$ cat config.mk
export PLATFORM = sky130hd
export DESIGN_NAME = tkvfl_front
export DESIGN_NICKNAME = d
export VERILOG_FILES = /design/src/hw/rtl/tkvfl_front.sv
export SDC_FILE = /design/constraint.sdc
export NUM_CORES = 1
export LEC_CHECK = 0
export BUFFER_PORTS_ARGS = -buffer_cell sky130_fd_sc_hd__buf_2
export CELL_PAD_IN_SITES_DETAIL_PLACEMENT = 0
export CELL_PAD_IN_SITES_GLOBAL_PLACEMENT = 1
export CORE_UTILIZATION = 25
export CTS_CLUSTER_SIZE = 25
export DETAILED_ROUTE_END_ITERATION = 8
export GPL_TIMING_DRIVEN = 1
export PLACE_DENSITY = 0.61
export SLEW_MARGIN = 20
export SYNTH_ARGS = -nofsm -noshare
export SYNTH_HDL_FRONTEND = slang
export SYNTH_SLANG_ARGS = --single-unit
export TNS_END_PERCENT = 50
$ cat constraint.sdc
create_clock -name clk -period 10.1 [get_ports clk]
set_input_delay 0.505 -clock clk [delete_from_list [all_inputs] [get_ports clk]]
set_output_delay 0.505 -clock clk [all_outputs]
set_load 0.01 [all_outputs]
$ cat src/hw/rtl/tkvfl_front.sv
`default_nettype none
module tkvfl_front #(
  parameter int KeyWidth = 5
) (
  input  wire logic                clk,
  input  wire logic                rst,
  input  wire logic                in_valid,
  output logic                     in_ready,
  input  wire logic                req_type,
  input  wire logic [3:0]          key_index,
  input  wire logic [31:0]         data_word,
  input  wire logic [30:0]         stamp,
  input  wire logic                in_range,
  output logic                     q_valid,
  input  wire logic                q_ready,
  output logic [KeyWidth+64:0]     q_data
);
  // two-entry queue: {in_range, type, key, word, stamp}
  localparam int W = KeyWidth + 65;
  logic [W-1:0] slot [2];
  logic         rd_ptr, wr_ptr;
  logic [1:0]   fill;
  logic [W-1:0] packed_req;
  logic         push, pop;

  assign packed_req = {in_range, req_type, KeyWidth'(key_index), data_word, stamp};
  assign in_ready = (fill != 2'd2);
  assign q_valid  = (fill != 2'd0);
  assign q_data   = slot[rd_ptr];
  assign push     = in_valid && in_ready;
  assign pop      = q_valid && q_ready;

  // hold payload slots
  always_ff @(posedge clk) begin
    if (push) slot[wr_ptr] <= packed_req;
  end

  // advance pointers and fill count
  always_ff @(posedge clk) begin
    if (rst) begin
      rd_ptr <= 1'b0;
      wr_ptr <= 1'b0;
      fill   <= 2'd0;
    end else begin
      if (push) wr_ptr <= ~wr_ptr;
      if (pop)  rd_ptr <= ~rd_ptr;
      fill <= fill + {1'b0, push} - {1'b0, pop};
    end
  end
endmodule
`default_nettype wire

==> summary.txt, run 1 <==
Critical Path AT = 2.09 ns
Hold buffers post-CTS = 0
Critical Path End Type = output pin
Initial antenna violation count = 0
Critical Path Fanout Max = 69
Worst VDD drop = 0.112 mV
Post-CTS setup repair buffer count = 0
Antenna viol nets, final = 0
Clock tree buffer depth = 2
Area of the multi-input gates = 955 um^2
Final setup vio count = 0
Via/cell ratio = 3.96
Remaining Overflow, GRT = 0
FMAX = 385 MHz
CP max stage cell = dfxtp_4
EDFF count, synth = 138
Full die area = 21600 um^2
Delay-heaviest family, CP = flip-flops
Largest area contributor in the netlist = edfxtp_1
Worst flop-to-flop path startpoint = fill[0]
Horiz. Die Dim = 147 um
Ys Warns = 0
# fillers = 2000
Syn-to-layout area delta = 29.2%
PostCTS Resize Cnt = 0
DRT iter0 DRCs = 83
Initial core utilization = 25.7%
Worst hold path class = primary input to register
Number of buffers created by CTS = 17
Die H = 147 um
Number of global-route vias before repair = 2957
Slew margin rel. = 29.3%
RD Place Congestion = 0.654
H-tree Lvls = 4
Syn nets = 316
Final Non-Filler Cells = 678
Async S/R FF share, synth = 0%
Most numerous cell in the Yosys netlist = edfxtp_1
Setup TNS = 0 ns
Max Clock Skew = 0.0105 ns
Layout cells sized above 1 = 59.6%
DP Worst Slack = 7.61 ns
Critical Path Max Stage Delay = 1.06 ns
Syn avg cell area = 21.8 um^2
Worst Path Required = 9.60 ns
Worst-Margin Slew = 1.06 ns
Cells along the critical path = mux2_2 -> buf_2
DRT Pass-1 Iters = 4
Leakage = 0.00250 uW
Port bufs = 143
FF+latch count, synth = 143
CTS tree = done
Area of the core = 20400 um^2
Final period utilization = 25.7%
Clock sink count = 143
Fin crit period = 2.60 ns
Top post-synthesis cells by count = 138 x edfxtp_1, 60 x mux2_2, 10 x mux2_4
Worst Path Buf+Inv = 1
Yosys top cell area share = 78.8%
Outcome = finished, final reports clean
Drt total wl = 9.81 mm
Cell Rows = 52
DP Cell Count = 646
# DRC = 0
Library cells used by synthesis = 20
Antenna cells = 0
Prevailing post-synth register cell = edfxtp_1
Largest cells by area after synthesis = edfxtp_1 79%, mux2_2 13%, mux2_4 2.9%
Hold path start = stamp[10]
Fin. Hold Viols = 0
Critical path class = register to output pin
Root Driver = clkbuf_16
CP Launch Type = register
Pwr Density = 252 nW/um^2
Nets@finish = 470
Seq/Total Area, Yosys = 80.7%
Largest net degree at the start of global routing = 70
Max cap viols = 0
Unrepaired setup endpoints after global routing = no
Num ports = 145
Worst setup margin = 7.50 ns
Slew Limit Fails = 0
First-pass GRT wire length = 15.4 mm
CTS clk-pin slew, worst paths = 0.06 ns
Cell count after synthesis = 241
Via count = 2684
GRT Total Usage = 9.60%
Syn Std Cell Area = 5260 um^2
Clock Latency Late Sink = 0.41 ns
Routed len/inst = 14.5 um
Hpwl dp = 6.01 mm
Sequential cell area = 4250 um^2
[where the power goes]
group / switching [uW] / internal [uW]
combinational: 165 / 177
clock: 229 / 334
sequential: 58.3 / 747
[worst paths after layout]
kind,to,slack [ns],depth (start not counted)
min,slot[1][10],0.28,1
max reg2reg,slot[0][34],7.77,4
max,q_data[7],7.50,2
min reg2reg,register,0.52,2
[cell type report]
| type | count | area share [%] |
|---|---|---|
| tap | 270 | 4.97 |
| sequential | 143 | 62.5 |
| inverter | 1 | 0.0552 |
| multi-input combinational | 88 | 14.0 |
| clock inverter | 13 | 1.44 |
| timing repair buffer | 144 | 10.6 |
| clock buffer | 19 | 6.37 |
[cell usage in the layout, fill, tap and decap left out, types with 2 or more instances in the layout]
cell type	n
mux2_4	10
mux2_2	60
edfxtp_1	138
clkbuf_1	2
nor2_1	4
nor2b_1	2
xnor2_1	2
dfxtp_1	4
ha_1	2
clkinv_1	5
buf_2	143
clkinv_2	2
clkinvlp_4	4
clkbuf_16	17
[stage by stage]
| step | hold WS, ns | total power (uW) | utilization, % | instance area, um^2 |
|---|---|---|---|---|
| after floorplan | 0.481 | 1030 | - | 5260 |
| after global placement | 0.493 | 1160 | 30.7 | 6270 |
| after detailed placement | 0.499 | 1170 | 30.7 | 6270 |
| after CTS | 0.255 | 1740 | 33.3 | 6800 |
| after global routing | 0.252 | 1800 | 33.3 | 6800 |
| final | 0.285 | 1710 | 33.3 | 6800 |
[metal layers]
layer	vias up	GRT usage, %	part of all wire, %
li1	1254	-	-
met4	0	4.33	1.4
met1	1331	10.8	43
met5	-	0	0
met3	7	3.51	5.9
met2	92	16.2	50
[flip-flops by register name (all words and copies together) (netlist names), named ones only]
name,count
rd_ptr,1
wr_ptr,1
slot,138
fill,2
[cells by family after synthesis]
kind of cell,share of synthesized area (%)
simple gates,1.02
other cells,0.0713
fa+ha+maj,0.476
mux,15.7
xor+xnor,0.500
flops,80.7
compound gates,0.143
buf+inv,1.40
Note: power is estimated with default switching activity, not from simulation.
==> inputs of run 2 (changes only) <==
Settings changed: PLACE_DENSITY 0.61 to 0.63.
Clock period 10.1 ns to 2.1 ns, I/O delays scaled along.
==> summary.txt, run 2 (synthesis gave the netlist of run 1 again) <==
Number of global-route vias before repair = 3325 (+12%)
Max layer used = met4
Worst flop-to-flop path startpoint = fill[0]
Setup TNS = 0 ns (unchanged)
Hold Crit Endpoint = wr_ptr
Pwr Total = 8520 uW (+400%)
Clock tree buffer depth = 2 (unchanged)
Antenna viol nets, final = 0 (unchanged)
Max cap viols = 0 (unchanged)
CTS clk-pin slew, worst paths = 0.06 ns (about the same)
First-pass GRT wire length = 16.5 mm (+7.1%)
# fillers = 1945 (-2.8%)
Met3 wire len = 589 um (+1.6%)
DRT iter0 DRCs = 98 (+18%)
Hold buffers post-CTS = 70 (+70)
R2R Path End = fill[1]
RD Place Congestion = 0.678 (+3.6%)
CTS tree = done
Leakage = 0.00285 uW (+14%)
Fin. Hold Viols = 0 (unchanged)
Via/cell ratio = 3.89 (-1.8%)
Unrepaired setup endpoints after global routing = no
Num ports = 145 (unchanged)
Horiz. Die Dim = 147 um (unchanged)
Post-CTS setup repair buffer count = 0 (unchanged)
Number of buffers created by CTS = 17 (unchanged)
Sequential cell area = 4250 um^2 (unchanged)
Drt total wl = 10.4 mm (+5.7%)
# DRC = 0 (unchanged)
DRT Pass-1 Iters = 4 (unchanged)
Utilization after layout = 37.3% (+4.0 points)
FMAX = 553 MHz
Flop-to-flop setup slack = 0.46 ns (-7.31 ns)
Worst VDD drop = 0.567 mV (+400%)
WHS Path Cells = 3 (+2)
Final period utilization = 86.2%
Worst Path Required = 2.00 ns (-7.60 ns)
GRT Total Usage = 10.1% (+0.53 points)
Clock Latency Late Sink = 0.41 ns (about the same)
Critical Path End Type = output pin
Routed wl met2 = 5.10 mm (+4.1%)
Max Clock Skew = 0.0150 ns (+0.00447 ns)
WL met1 = 4.57 mm (+8.9%)
Critical Path Fanout Max = 69 (unchanged)
Largest registers = slot x138, fill x2
Root Driver = clkbuf_16
Full die area = 21600 um^2 (unchanged)
Reg with most FFs = slot
Slew Limit Fails = 0 (unchanged)
Syn-to-layout area delta = 44.7%
H-tree Lvls = 4 (unchanged)
Remaining Overflow, GRT = 0 (unchanged)
Worst R2R Path Depth = 8 (+4)
Nets@finish = 544 (+16%)
Via count = 2924 (+8.9%)
Critical Path AT = 1.70 ns (-0.39 ns)
Cell Rows = 52 (unchanged)
Most common cell after layout, fill and taps aside = buf_2
CP Launch Type = register
Final setup vio count = 0 (unchanged)
Initial core utilization = 25.7% (unchanged)
Largest net degree at the start of global routing = 70 (unchanged)
Commonest non-fill, non-tap cells in the layout = 143 x buf_2, 138 x edfxtp_1, 70 x dlygate4sd3_1
Area of the core = 20400 um^2 (unchanged)
Port bufs = 143 (unchanged)
Worst hold path class = primary input to register
PostCTS Resize Cnt = 0 (unchanged)
Hold path start = in_valid
Hpwl dp = 6.35 mm (+5.6%)
Fin crit period = 1.81 ns
Layout cells sized above 1 = 52.0% (-7.6 points)
Clock sink count = 143 (unchanged)
Routed len/inst = 13.8 um (-4.7%)
Number of flip-flops in the largest register = 138 (unchanged)
Initial antenna violation count = 1 (+1)
Critical path class = register to output pin
Area of the multi-input gates = 962 um^2 (+0.79%)
Pwr Density = 1120 nW/um^2 (+340%)
Die H = 147 um (unchanged)
Outcome = finished, final reports clean
-- run 2: changes by cell type in the layout (fill, tap and decap cells not counted), sizes merged, moves of 2 or more --
cell	delta
buf	+4
clkinvlp	-2
dlygate4sd3	+70
clkinv	+2
-- run 2: area by class of cell --
cell class	count	share of cell area, %
Timing Repair Buffer	218	19.8
Clock buffer	18	5.64
Multi-Input combinational cell	88	12.6
Antenna cell	1	0.0329
Inverter	1	0.0493
Tap cell	270	4.44
Sequential cell	143	55.8
Clock inverter	13	1.63
-- run 2: stage by stage --
step / hold slack [ns] / std cells / setup WS [ns] / cell area (um^2)
2_1_floorplan: 0.177 / 241 / 0.0192 / 5280
3_3_place_gp: 0.293 / 650 / 0.534 / 6350
3_5_place_dp: 0.296 / 650 / 0.460 / 6350
4_1_cts: 0.129 / 751 / 0.254 / 7610
5_1_grt: 0.157 / 752 / 0.219 / 7610
6_report: 0.155 / 752 / 0.291 / 7610
-- run 2: worst max path at each step --
stage | startpoint | end | slack, ns | depth (start not counted)
global placement | fill[0] | fill[1] | 0.53 | 8
floorplan | fill[0] | slot[0][0] | 0.02 | 3
detailed placement | fill[0] | fill[1] | 0.46 | 8
global route | register | q_data[43] | 0.22 | 3
CTS | register | q_data[22] | 0.25 | 3
finish | register | q_data[44] | 0.29 | 3
-- run 2: metal layers --
metal,global-route usage [%],up-vias
met5,0,-
met4,4.48,0
met3,3.54,7
met2,16.7,93
met1,11.8,1427
li1,-,1397
-- run 2: critical path, cell delays in order, from the launching register on --
cell and delay (ns):
dfxtp_4 0.35, buf_12 0.34, mux2_2 0.41, buf_2 0.14
-- run 2: power breakdown --
| group | switching (uW) | internal [uW] | total, uW |
|---|---|---|---|
| Sequential | 99.4 | 3590 | 3690 |
| Combinational | 1020 | 1010 | 2030 |
| Clock | 1090 | 1720 | 2810 |
